===== config.mk =====
export PLATFORM = sky130hd
export DESIGN_NAME = websocket_frame_deframer_top
export DESIGN_NICKNAME = d
export VERILOG_FILES = /design/src/rtl/core/wfd_pkg.sv /design/src/rtl/core/wfd_parser.sv /design/src/rtl/core/wfd_obuf.sv /design/src/rtl/core/websocket_frame_deframer_top.sv
export SDC_FILE = /design/constraint.sdc
export NUM_CORES = 1
export LEC_CHECK = 0
export BUFFER_PORTS_ARGS = -buffer_cell sky130_fd_sc_hd__buf_2
export CAP_MARGIN = 30
export CORE_MARGIN = 2
export CORE_UTILIZATION = 50
export DETAILED_ROUTE_END_ITERATION = 16
export PLACE_DENSITY_LB_ADDON = 0.08
export SLEW_MARGIN = 20
export SYNTH_ARGS = -nofsm -noshare
export SYNTH_HDL_FRONTEND = slang
export SYNTH_SLANG_ARGS = --single-unit

===== constraint.sdc =====
create_clock -name clk_i -period 6.4 [get_ports clk_i]
set_clock_uncertainty 0.15 [all_clocks]
set_input_delay 0.64 -clock clk_i [delete_from_list [all_inputs] [get_ports clk_i]]
set_output_delay 0.64 -clock clk_i [all_outputs]
set_load 0.01 [all_outputs]

===== src/rtl/core/wfd_pkg.sv =====
// Shared types and codes for the WebSocket frame deframer.
`timescale 1ns / 1ps

package wfd_pkg;

  // Parse phases of the receive side.
  typedef enum logic [2:0] {
    PH_B0  = 3'd0,
    PH_B1  = 3'd1,
    PH_EXT = 3'd2,
    PH_KEY = 3'd3,
    PH_PAY = 3'd4
  } phase_e;

  // Event codes carried on event_res.
  localparam logic [2:0] EV_MSG    = 3'd0;
  localparam logic [2:0] EV_PING   = 3'd1;
  localparam logic [2:0] EV_CLOSE  = 3'd2;
  localparam logic [2:0] EV_BADOP  = 3'd3;
  localparam logic [2:0] EV_BADLEN = 3'd4;

  // Opcodes that need special handling.
  localparam logic [3:0] OP_CONT  = 4'h0;
  localparam logic [3:0] OP_TEXT  = 4'h1;
  localparam logic [3:0] OP_BIN   = 4'h2;
  localparam logic [3:0] OP_CLOSE = 4'h8;
  localparam logic [3:0] OP_PING  = 4'h9;
  localparam logic [3:0] OP_PONG  = 4'hA;

  // Short length codes that announce an extended length field.
  localparam logic [6:0] LEN_EXT16 = 7'd126;
  localparam logic [6:0] LEN_EXT64 = 7'd127;

  // One result beat.
  typedef struct packed {
    logic [2:0] event_res;
    logic [7:0] data;
    logic       has_data;
    logic       last;
  } res_t;

endpackage


===== src/rtl/core/wfd_parser.sv =====
// Header parser and payload unmasker: one received byte per cycle while accept_i is high.
`timescale 1ns / 1ps

module wfd_parser (
  input  logic          clk_i,
  input  logic          rst_ni,
  input  logic          accept_i,
  input  logic [7:0]    rx_byte_i,
  output logic          res_valid_o,
  output wfd_pkg::res_t res_o
);
  import wfd_pkg::*;

  phase_e      phase_q, phase_d;
  logic [3:0]  hc_q, hc_d;
  logic        final_q, final_d;
  logic [3:0]  op_q, op_d;
  logic        masked_q, masked_d;
  logic [63:0] rem_q, rem_d;
  logic [7:0]  key_q [4];
  logic [7:0]  key_d [4];
  logic [1:0]  pos_q, pos_d;
  logic        bad_q, bad_d;
  logic        do_finish;
  logic        pay_end;
  logic [7:0]  pay_val;

  function automatic logic is_data_op(input logic [3:0] op);
    return (op == OP_CONT) || (op == OP_TEXT) || (op == OP_BIN);
  endfunction

  // Next state and result for the byte being taken.
  always_comb begin
    phase_d     = phase_q;
    hc_d        = hc_q;
    final_d     = final_q;
    op_d        = op_q;
    masked_d    = masked_q;
    rem_d       = rem_q;
    key_d       = key_q;
    pos_d       = pos_q;
    bad_d       = bad_q;
    res_valid_o = 1'b0;
    res_o       = '0;
    do_finish   = 1'b0;
    pay_val     = rx_byte_i ^ key_q[pos_q];
    pay_end     = (rem_q == 64'd1);

    if (accept_i && !bad_q) begin
      case (phase_q)
        PH_B1: begin
          masked_d = rx_byte_i[7];
          if (!rx_byte_i[7]) begin
            key_d = '{default: 8'h00};
          end
          if (rx_byte_i[6:0] < LEN_EXT16) begin
            rem_d = {57'd0, rx_byte_i[6:0]};
            if (rx_byte_i[7]) begin
              phase_d = PH_KEY;
              hc_d    = 4'd4;
            end else begin
              do_finish = 1'b1;
            end
          end else begin
            rem_d   = '0;
            hc_d    = (rx_byte_i[6:0] == LEN_EXT16) ? 4'd2 : 4'd8;
            phase_d = PH_EXT;
          end
        end
        PH_EXT: begin
          rem_d = {rem_q[55:0], rx_byte_i};
          hc_d  = hc_q - 4'd1;
          if (hc_q == 4'd1) begin
            if (masked_q) begin
              phase_d = PH_KEY;
              hc_d    = 4'd4;
            end else begin
              do_finish = 1'b1;
            end
          end
        end
        PH_KEY: begin
          key_d[2'd0 - hc_q[1:0]] = rx_byte_i;
          hc_d = hc_q - 4'd1;
          if (hc_q == 4'd1) begin
            do_finish = 1'b1;
          end
        end
        PH_PAY: begin
          pos_d = pos_q + 2'd1;
          rem_d = rem_q - 64'd1;
          if (pay_end) begin
            phase_d = PH_B0;
          end
          if (is_data_op(op_q)) begin
            res_valid_o = 1'b1;
            res_o = '{event_res: EV_MSG, data: pay_val, has_data: 1'b1,
                      last: pay_end && final_q};
          end else if (op_q == OP_PING) begin
            res_valid_o = 1'b1;
            res_o = '{event_res: EV_PING, data: pay_val, has_data: 1'b1, last: pay_end};
          end else if (op_q != OP_PONG && pay_end) begin
            // Close and unknown opcodes report once, at the end of the frame.
            res_valid_o     = 1'b1;
            res_o.event_res = (op_q == OP_CLOSE) ? EV_CLOSE : EV_BADOP;
          end
        end
        default: begin
          final_d = rx_byte_i[7];
          op_d    = rx_byte_i[3:0];
          phase_d = PH_B1;
        end
      endcase

      // Header complete: check the length and pick the payload or frame end.
      if (do_finish) begin
        pos_d = '0;
        hc_d  = '0;
        if (rem_d[63]) begin
          bad_d           = 1'b1;
          phase_d         = PH_B0;
          res_valid_o     = 1'b1;
          res_o.event_res = EV_BADLEN;
        end else if (rem_d == 64'd0) begin
          phase_d = PH_B0;
          if (is_data_op(op_q)) begin
            res_valid_o = final_q;
            res_o.event_res = EV_MSG;
            res_o.last      = 1'b1;
          end else if (op_q == OP_PING) begin
            res_valid_o     = 1'b1;
            res_o.event_res = EV_PING;
            res_o.last      = 1'b1;
          end else if (op_q != OP_PONG) begin
            res_valid_o     = 1'b1;
            res_o.event_res = (op_q == OP_CLOSE) ? EV_CLOSE : EV_BADOP;
          end
        end else begin
          phase_d = PH_PAY;
        end
      end
    end
  end

  // Parse state registers.
  always_ff @(posedge clk_i or negedge rst_ni) begin
    if (!rst_ni) begin
      phase_q  <= PH_B0;
      hc_q     <= '0;
      final_q  <= 1'b0;
      op_q     <= '0;
      masked_q <= 1'b0;
      rem_q    <= '0;
      key_q    <= '{default: 8'h00};
      pos_q    <= '0;
      bad_q    <= 1'b0;
    end else begin
      phase_q  <= phase_d;
      hc_q     <= hc_d;
      final_q  <= final_d;
      op_q     <= op_d;
      masked_q <= masked_d;
      rem_q    <= rem_d;
      key_q    <= key_d;
      pos_q    <= pos_d;
      bad_q    <= bad_d;
    end
  end

endmodule


===== src/rtl/core/wfd_obuf.sv =====
// Result register with a skid stage so the parser keeps taking bytes.
`timescale 1ns / 1ps

module wfd_obuf (
  input  logic          clk_i,
  input  logic          rst_ni,
  input  logic          push_i,
  input  wfd_pkg::res_t push_res_i,
  output logic          full_o,
  output logic          out_valid_o,
  input  logic          out_stall_i,
  output wfd_pkg::res_t out_res_o
);
  import wfd_pkg::*;

  logic out_valid_q, out_valid_d;
  logic skid_valid_q, skid_valid_d;
  res_t out_q, out_d;
  res_t skid_q, skid_d;
  logic slot_free;

  // The output slot frees when it is empty or its beat leaves now.
  always_comb begin
    slot_free    = !out_valid_q || !out_stall_i;
    out_valid_d  = out_valid_q;
    skid_valid_d = skid_valid_q;
    out_d        = out_q;
    skid_d       = skid_q;
    if (skid_valid_q) begin
      if (slot_free) begin
        out_d        = skid_q;
        out_valid_d  = 1'b1;
        skid_valid_d = 1'b0;
      end
    end else if (push_i) begin
      if (slot_free) begin
        out_d       = push_res_i;
        out_valid_d = 1'b1;
      end else begin
        skid_d       = push_res_i;
        skid_valid_d = 1'b1;
      end
    end else if (slot_free) begin
      out_valid_d = 1'b0;
    end
  end

  // Valid flags are control; payload registers take no reset.
  always_ff @(posedge clk_i or negedge rst_ni) begin
    if (!rst_ni) begin
      out_valid_q  <= 1'b0;
      skid_valid_q <= 1'b0;
    end else begin
      out_valid_q  <= out_valid_d;
      skid_valid_q <= skid_valid_d;
    end
  end

  always_ff @(posedge clk_i) begin
    out_q  <= out_d;
    skid_q <= skid_d;
  end

  assign full_o      = skid_valid_q;
  assign out_valid_o = out_valid_q;
  assign out_res_o   = out_q;

endmodule


===== src/rtl/core/websocket_frame_deframer_top.sv =====
// Top level of the WebSocket receive-side frame deframer.
//
//   channel | direction | handshake                | payload
//   --------+-----------+--------------------------+----------------------------------
//   in      | input     | in_valid_i / in_stall_o  | rx_byte_i
//   out     | output    | out_valid_o / out_stall_i| event_res_o data_o has_data_o last_o
//
// One byte is taken per cycle while in_stall_o is low; its result, if any, is registered in
// the result register, or in the skid stage while the output is stalled. The rate is set by
// the parse update of the 64-bit remaining-length counter. A skid stage behind the result
// register holds one extra beat, so in_stall_o rises only when both are full. Reset clears
// the parse state and both valid flags at once; no clearing pass follows.
`timescale 1ns / 1ps

module websocket_frame_deframer_top (
  input  logic       clk_i,
  input  logic       rst_ni,
  input  logic       in_valid_i,
  output logic       in_stall_o,
  input  logic [7:0] rx_byte_i,
  output logic       out_valid_o,
  input  logic       out_stall_i,
  output logic [2:0] event_res_o,
  output logic [7:0] data_o,
  output logic       has_data_o,
  output logic       last_o
);
  import wfd_pkg::*;

  logic accept;
  logic res_valid;
  res_t res;
  res_t out_res;
  logic full;

  assign in_stall_o = full;
  assign accept     = in_valid_i && !full;

  // Parse and unmask the incoming beat.
  wfd_parser u_parser (
    .clk_i       (clk_i),
    .rst_ni      (rst_ni),
    .accept_i    (accept),
    .rx_byte_i   (rx_byte_i),
    .res_valid_o (res_valid),
    .res_o       (res)
  );

  // Register the result and absorb output stalls.
  wfd_obuf u_obuf (
    .clk_i       (clk_i),
    .rst_ni      (rst_ni),
    .push_i      (res_valid),
    .push_res_i  (res),
    .full_o      (full),
    .out_valid_o (out_valid_o),
    .out_stall_i (out_stall_i),
    .out_res_o   (out_res)
  );

  assign event_res_o = out_res.event_res;
  assign data_o      = out_res.data;
  assign has_data_o  = out_res.has_data;
  assign last_o      = out_res.last;

endmodule


==> flow_summary.html <==
<table>
<tr><th>Metric</th><th>Value</th></tr>
<tr><th colspan="2">Status</th></tr>
<tr><td>Run status</td><td>finished, final reports clean</td></tr>
<tr><th colspan="2">Floorplanning</th></tr>
<tr><td>Floorplan die area</td><td>21,700 µm²</td></tr>
<tr><td>Number of top-level pins</td><td>27</td></tr>
<tr><td>Effective utilization at floorplan</td><td>50.9%</td></tr>
<tr><td>Vert. Die Dim</td><td>roughly 150 µm</td></tr>
<tr><td>Area inside the core boundary</td><td>about 20,000 µm²</td></tr>
<tr><td># rows</td><td>52</td></tr>
<tr><td>Die extent in x</td><td>roughly 150 µm</td></tr>
<tr><th colspan="2">Detailed routing</th></tr>
<tr><td>Count of nets left with antenna violations after detail routing</td><td>0</td></tr>
<tr><td>Total DRC errors in the routed layout</td><td>0</td></tr>
<tr><td>Total via count in the routed design</td><td>roughly 10,000</td></tr>
<tr><td>WL per Instance</td><td>26.2 µm</td></tr>
<tr><td>Aggregate routed wire length</td><td>39,300 µm</td></tr>
<tr><td>Highest metal layer with signal wires</td><td>met4</td></tr>
<tr><td>Iteration count of the initial detailed-routing pass</td><td>6</td></tr>
<tr><td>Wire length on met2</td><td>16,200 µm</td></tr>
<tr><td>Routed wire length on met3</td><td>~4400 µm</td></tr>
<tr><td>Iter 0 DRT Violations</td><td>1,323</td></tr>
<tr><td>Wire length the detailed router placed on met1</td><td>between 15,000 and 20,000 µm</td></tr>
<tr><td>Number of vias per cell</td><td>6.94</td></tr>
<tr><th colspan="2">GRT</th></tr>
<tr><td>Number of global-route vias before repair</td><td>9,699</td></tr>
<tr><td>Largest net degree at the start of global routing</td><td>66</td></tr>
<tr><td>Number of antenna violations at the first check in global routing</td><td>0</td></tr>
<tr><td>Total global routing track utilization</td><td>between 30 and 40%</td></tr>
<tr><td>Leftover overflow at the end of global routing</td><td>0</td></tr>
<tr><td>Wire length of the first global-routing pass</td><td>60,500 µm</td></tr>
<tr><th colspan="2">Critical path</th></tr>
<tr><td>Slowest-stage cell, CP</td><td>nor4b_1</td></tr>
<tr><td>Top delay family on crit path</td><td>simple AND/OR/NAND/NOR gates</td></tr>
<tr><td>Crit path max fanout</td><td>13</td></tr>
<tr><td>Reg2reg start</td><td>u_parser.rem_q[0]</td></tr>
<tr><td>Worst setup path endpoint</td><td>u_obuf.skid_q[7]</td></tr>
<tr><td>Number of buffers and inverters on the critical path</td><td>2</td></tr>
<tr><td>Reg-to-reg endpoint</td><td>u_obuf.skid_q[7]</td></tr>
<tr><td>Largest stage delay on the critical path</td><td>around 0.64 ns</td></tr>
<tr><td>Critical Path RT</td><td>approximately 6.4 ns</td></tr>
<tr><td>Startpoint types</td><td>flip-flop</td></tr>
<tr><td>Kind of critical path</td><td>flip-flop to flip-flop</td></tr>
<tr><td>Crit path cell chain</td><td>inv_1 &gt; ha_1 &gt; nor4b_1 &gt; nand2_1 &gt; nor3_1 &gt; nand3_1 &gt; mux2i_1 &gt; nand4_1 &gt; nor4_1 &gt; and4_1 &gt; a21oi_2 &gt; nor4b_2 &gt; buf_4</td></tr>
<tr><td>Nature of the critical path endpoint</td><td>flip-flop</td></tr>
<tr><td>Startpoint of the most critical setup path</td><td>u_parser.rem_q[0]</td></tr>
<tr><td>Arrival time worst endpoint</td><td>5.46 ns</td></tr>
<tr><td>Stages on worst setup path</td><td>13</td></tr>
<tr><td>Cell count of the worst reg-to-reg path</td><td>13</td></tr>
<tr><td>Reg2reg setup slack</td><td>around 0.92 ns</td></tr>
<tr><th colspan="2">Clock tree</th></tr>
<tr><td>Level count of the clock H-tree</td><td>4</td></tr>
<tr><td>Postcts setup bufs</td><td>0</td></tr>
<tr><td>Hold_buf cts</td><td>0</td></tr>
<tr><td>Post-cts sizing count</td><td>0</td></tr>
<tr><td>Maximum buffer depth of the clock tree</td><td>2</td></tr>
<tr><td>Clk Latency, worst-skew pair</td><td>0.44 ns</td></tr>
<tr><td>Total CTS buffers</td><td>17</td></tr>
<tr><td>Reg clk slew, reported paths</td><td>0.07 ns</td></tr>
<tr><td>Number of sinks handled by clock tree synthesis</td><td>140</td></tr>
<tr><td>Root buf cell</td><td>clkbuf_16</td></tr>
<tr><td>TritonCTS clock tree</td><td>done</td></tr>
<tr><th colspan="2">Timing</th></tr>
<tr><td>Post-route clock period utilization</td><td>85.7%</td></tr>
<tr><td>Number of failing hold endpoints at the final stage</td><td>0</td></tr>
<tr><td>Transition time at the pin with the least slew margin</td><td>1.04 ns</td></tr>
<tr><td>Final setup TNS</td><td>0 ns</td></tr>
<tr><td>Normalized max-slew margin</td><td>30.2%</td></tr>
<tr><td>Shortest period the worst path allows</td><td>about 5.5 ns</td></tr>
<tr><td>RSZ-0062 raised after global routing</td><td>no</td></tr>
<tr><td>Final setup violation count</td><td>0</td></tr>
<tr><td>Max-slew violation count</td><td>0</td></tr>
<tr><td>Maximum operating frequency</td><td>approximately 180 MHz</td></tr>
<tr><th colspan="2">Yosys</th></tr>
<tr><td>Yosys warning count</td><td>0</td></tr>
<tr><td>Post-synthesis area per instance</td><td>8.12 µm²</td></tr>
<tr><td>Post-synth cell types</td><td>84</td></tr>
<tr><td>Synth Area in XOR/XNOR</td><td>about 1.5%</td></tr>
<tr><td>Share of synthesized area spent on multiplexers</td><td>7.45%</td></tr>
<tr><td>Post-synth net total</td><td>1,283</td></tr>
<tr><td>Cell Area, Synth</td><td>10,300 µm²</td></tr>
<tr><td>Main combinational cell family by area after synthesis</td><td>simple AND/OR/NAND/NOR gates</td></tr>
<tr><td>Compound-cell area share of the yosys netlist</td><td>21.9%</td></tr>
<tr><td>Number of synthesized flops with an enable pin</td><td>26</td></tr>
<tr><td>Sequential area share after synthesis</td><td>35.4%</td></tr>
<tr><td>Simple logic cell fraction of the synthesized area</td><td>27.2%</td></tr>
<tr><td>Post-synthesis share of cell area spent on full adders, half adders and majority gates</td><td>0.951%</td></tr>
<tr><td>Register bit total from synthesis</td><td>140</td></tr>
<tr><td>Number of standard cells after synthesis</td><td>1,264</td></tr>
<tr><td>Dominant register cell in the synthesized netlist</td><td>dfrtp_1</td></tr>
<tr><td>Async set-reset flop share out of synthesis</td><td>between 80% and 90%</td></tr>
<tr><th colspan="2">Run</th></tr>
<tr><td>Total of max-cap violations</td><td>0</td></tr>
<tr><th colspan="2">Pwr</th></tr>
<tr><td>Overall power</td><td>between 6 and 7 mW</td></tr>
<tr><td>Leak</td><td>4.25 nW</td></tr>
<tr><td>Peak supply drop</td><td>235 µV</td></tr>
<tr><td>Pwr/cell area</td><td>around 550 nW/µm²</td></tr>
<tr><th colspan="2">Layout</th></tr>
<tr><td>Fillers</td><td>1,967</td></tr>
<tr><td>Final cell area excluding filler cells</td><td>around 11,000 µm²</td></tr>
<tr><td>Final Net Count</td><td>between 1,000 and 1,500</td></tr>
<tr><td>Multi-input combinational cell area</td><td>6080 µm²</td></tr>
<tr><td>Number of non-filler instances in the completed layout</td><td>1,500</td></tr>
<tr><td>Inserted Diodes</td><td>0</td></tr>
<tr><td>Area growth from synthesis to layout</td><td>7.81%</td></tr>
<tr><td>Fraction of layout cells with a size suffix above 1</td><td>11.8%</td></tr>
<tr><td>FF/Latch Area</td><td>3640 µm²</td></tr>
<tr><td>Final core area utilization</td><td>54.9%</td></tr>
<tr><th colspan="2">Placed design</th></tr>
<tr><td>Final weighted congestion in routability-driven placement</td><td>just under 1</td></tr>
<tr><td>Placed cell areas</td><td>10,500 µm²</td></tr>
<tr><td>Half-perimeter wire length of the detailed placement result</td><td>27,500 µm</td></tr>
<tr><td>Port Buffer Count</td><td>26</td></tr>
<tr><td>Placed Cells incl. Taps</td><td>1,465</td></tr>
<tr><th colspan="2">Hold path</th></tr>
<tr><td>Class of the worst hold path</td><td>flip-flop to flip-flop</td></tr>
</table>
[cell usage in the layout, fill, tap and decap left out, types with 25 or more instances in the layout]
master	instances
mux2i_1	46
nand3_1	39
nor2_1	79
nor4_1	43
buf_2	25
buf_4	25
dfrtp_1	112
a21oi_1	59
edfxtp_1	26
o21ai_0	123
inv_1	25
nand4_1	34
nor3_1	47
nand2_1	170
[layout make-up]
| class | count | share of cell area (%) |
|---|---|---|
| Tap cell | 270 | 3.05 |
| Sequential cell | 140 | 32.9 |
| Clock buffer | 18 | 3.88 |
| Inverter | 25 | 0.848 |
| Clock inverter | 14 | 1.12 |
| Multi-Input combinational cell | 980 | 54.9 |
| Timing Repair Buffer | 53 | 3.30 |
[state kept, by name, indices dropped and copies added, names as in the netlist]
register and count:
u_parser.masked_q 1, u_parser.pos_q 2, u_parser.bad_q 1, u_parser.op_q 4
u_parser.hc_q 4, u_parser.final_q 1, u_parser.phase_q 3, u_obuf.out_res_o 13
u_obuf.out_valid_o 1, u_parser.key_q 32, u_parser.rem_q 64, u_obuf.full_o 1
u_obuf.skid_q 13
[Yosys cell counts, types with 8 or more instances]
library cell / n / share of area, %
nor2_1: 80 / 2.9
inv_1: 25 / 0.91
a31oi_1: 17 / 1.0
clkbuf_1: 92 / 3.4
xnor2_1: 17 / 1.5
a22oi_1: 11 / 0.80
a2bb2oi_1: 8 / 0.68
a21oi_1: 59 / 2.9
and3_1: 8 / 0.49
mux2_2: 11 / 1.2
o22ai_1: 17 / 1.0
buf_1: 19 / 0.69
or2_2: 15 / 0.91
nand2_1: 171 / 6.3
o21a_1: 10 / 0.73
and2_1: 14 / 0.85
o211ai_1: 15 / 1.1
nand2b_1: 13 / 0.79
mux2i_1: 46 / 4.5
dfrtp_1: 114 / 28
nor4_1: 43 / 2.6
edfxtp_1: 26 / 7.6
nand4_1: 34 / 2.1
or3_1: 11 / 0.67
a21o_1: 16 / 1.2
nor3_1: 47 / 2.3
and4_1: 8 / 0.68
mux4_2: 8 / 1.8
nand3_1: 39 / 1.9
or4_1: 17 / 1.2
o21ai_0: 123 / 6.0
[metrics by stage]
step / hold slack (ns) / setup slack, ns
after floorplan: 0.194 / 1.72
after global placement: 0.302 / 1.16
after detailed placement: 0.311 / 1.18
after CTS: 0.222 / 1.14
after global routing: 0.340 / 0.681
final: 0.328 / 0.917
[power breakdown]
part,total [mW],switching [mW],internal [mW]
logic,3.31,2.16,1.15
registers,1.77,0.593,1.17
clock network,0.977,0.465,0.511
[worst min path at each step]
stage                   startpoint                  to  slack [ns]  cells past startpoint
global route        u_parser.bad_q      u_parser.bad_q        0.34                      1
detailed placement  u_parser.bad_q      u_parser.bad_q        0.31                      1
floorplan                   rst_ni       u_obuf.full_o        0.19                      0
finish              u_parser.bad_q      u_parser.bad_q        0.33                      1
CTS                         rst_ni  u_obuf.out_valid_o        0.22                      1
global placement    u_parser.bad_q      u_parser.bad_q        0.30                      1
[kinds of logic (layout without fill, tap and decap cells)]
| kind of cell | Yosys count | count (layout) |
|---|---|---|
| compound gates | 351 | 351 |
| xor+xnor | 18 | 18 |
| fa+ha+maj | 8 | 8 |
| buf+inv | 144 | 110 |
| flops | 140 | 140 |
| mux | 65 | 65 |
| simple gates | 538 | 538 |
[per-layer routing]
layer | track usage (%) | vias to the layer above
li1 | - | 4619
met1 | 53.7 | 4949
met2 | 51.4 | 694
met3 | 8.76 | 146
met4 | 15.0 | 0
met5 | 0 | -
Note: power is estimated with default switching activity, not from simulation.
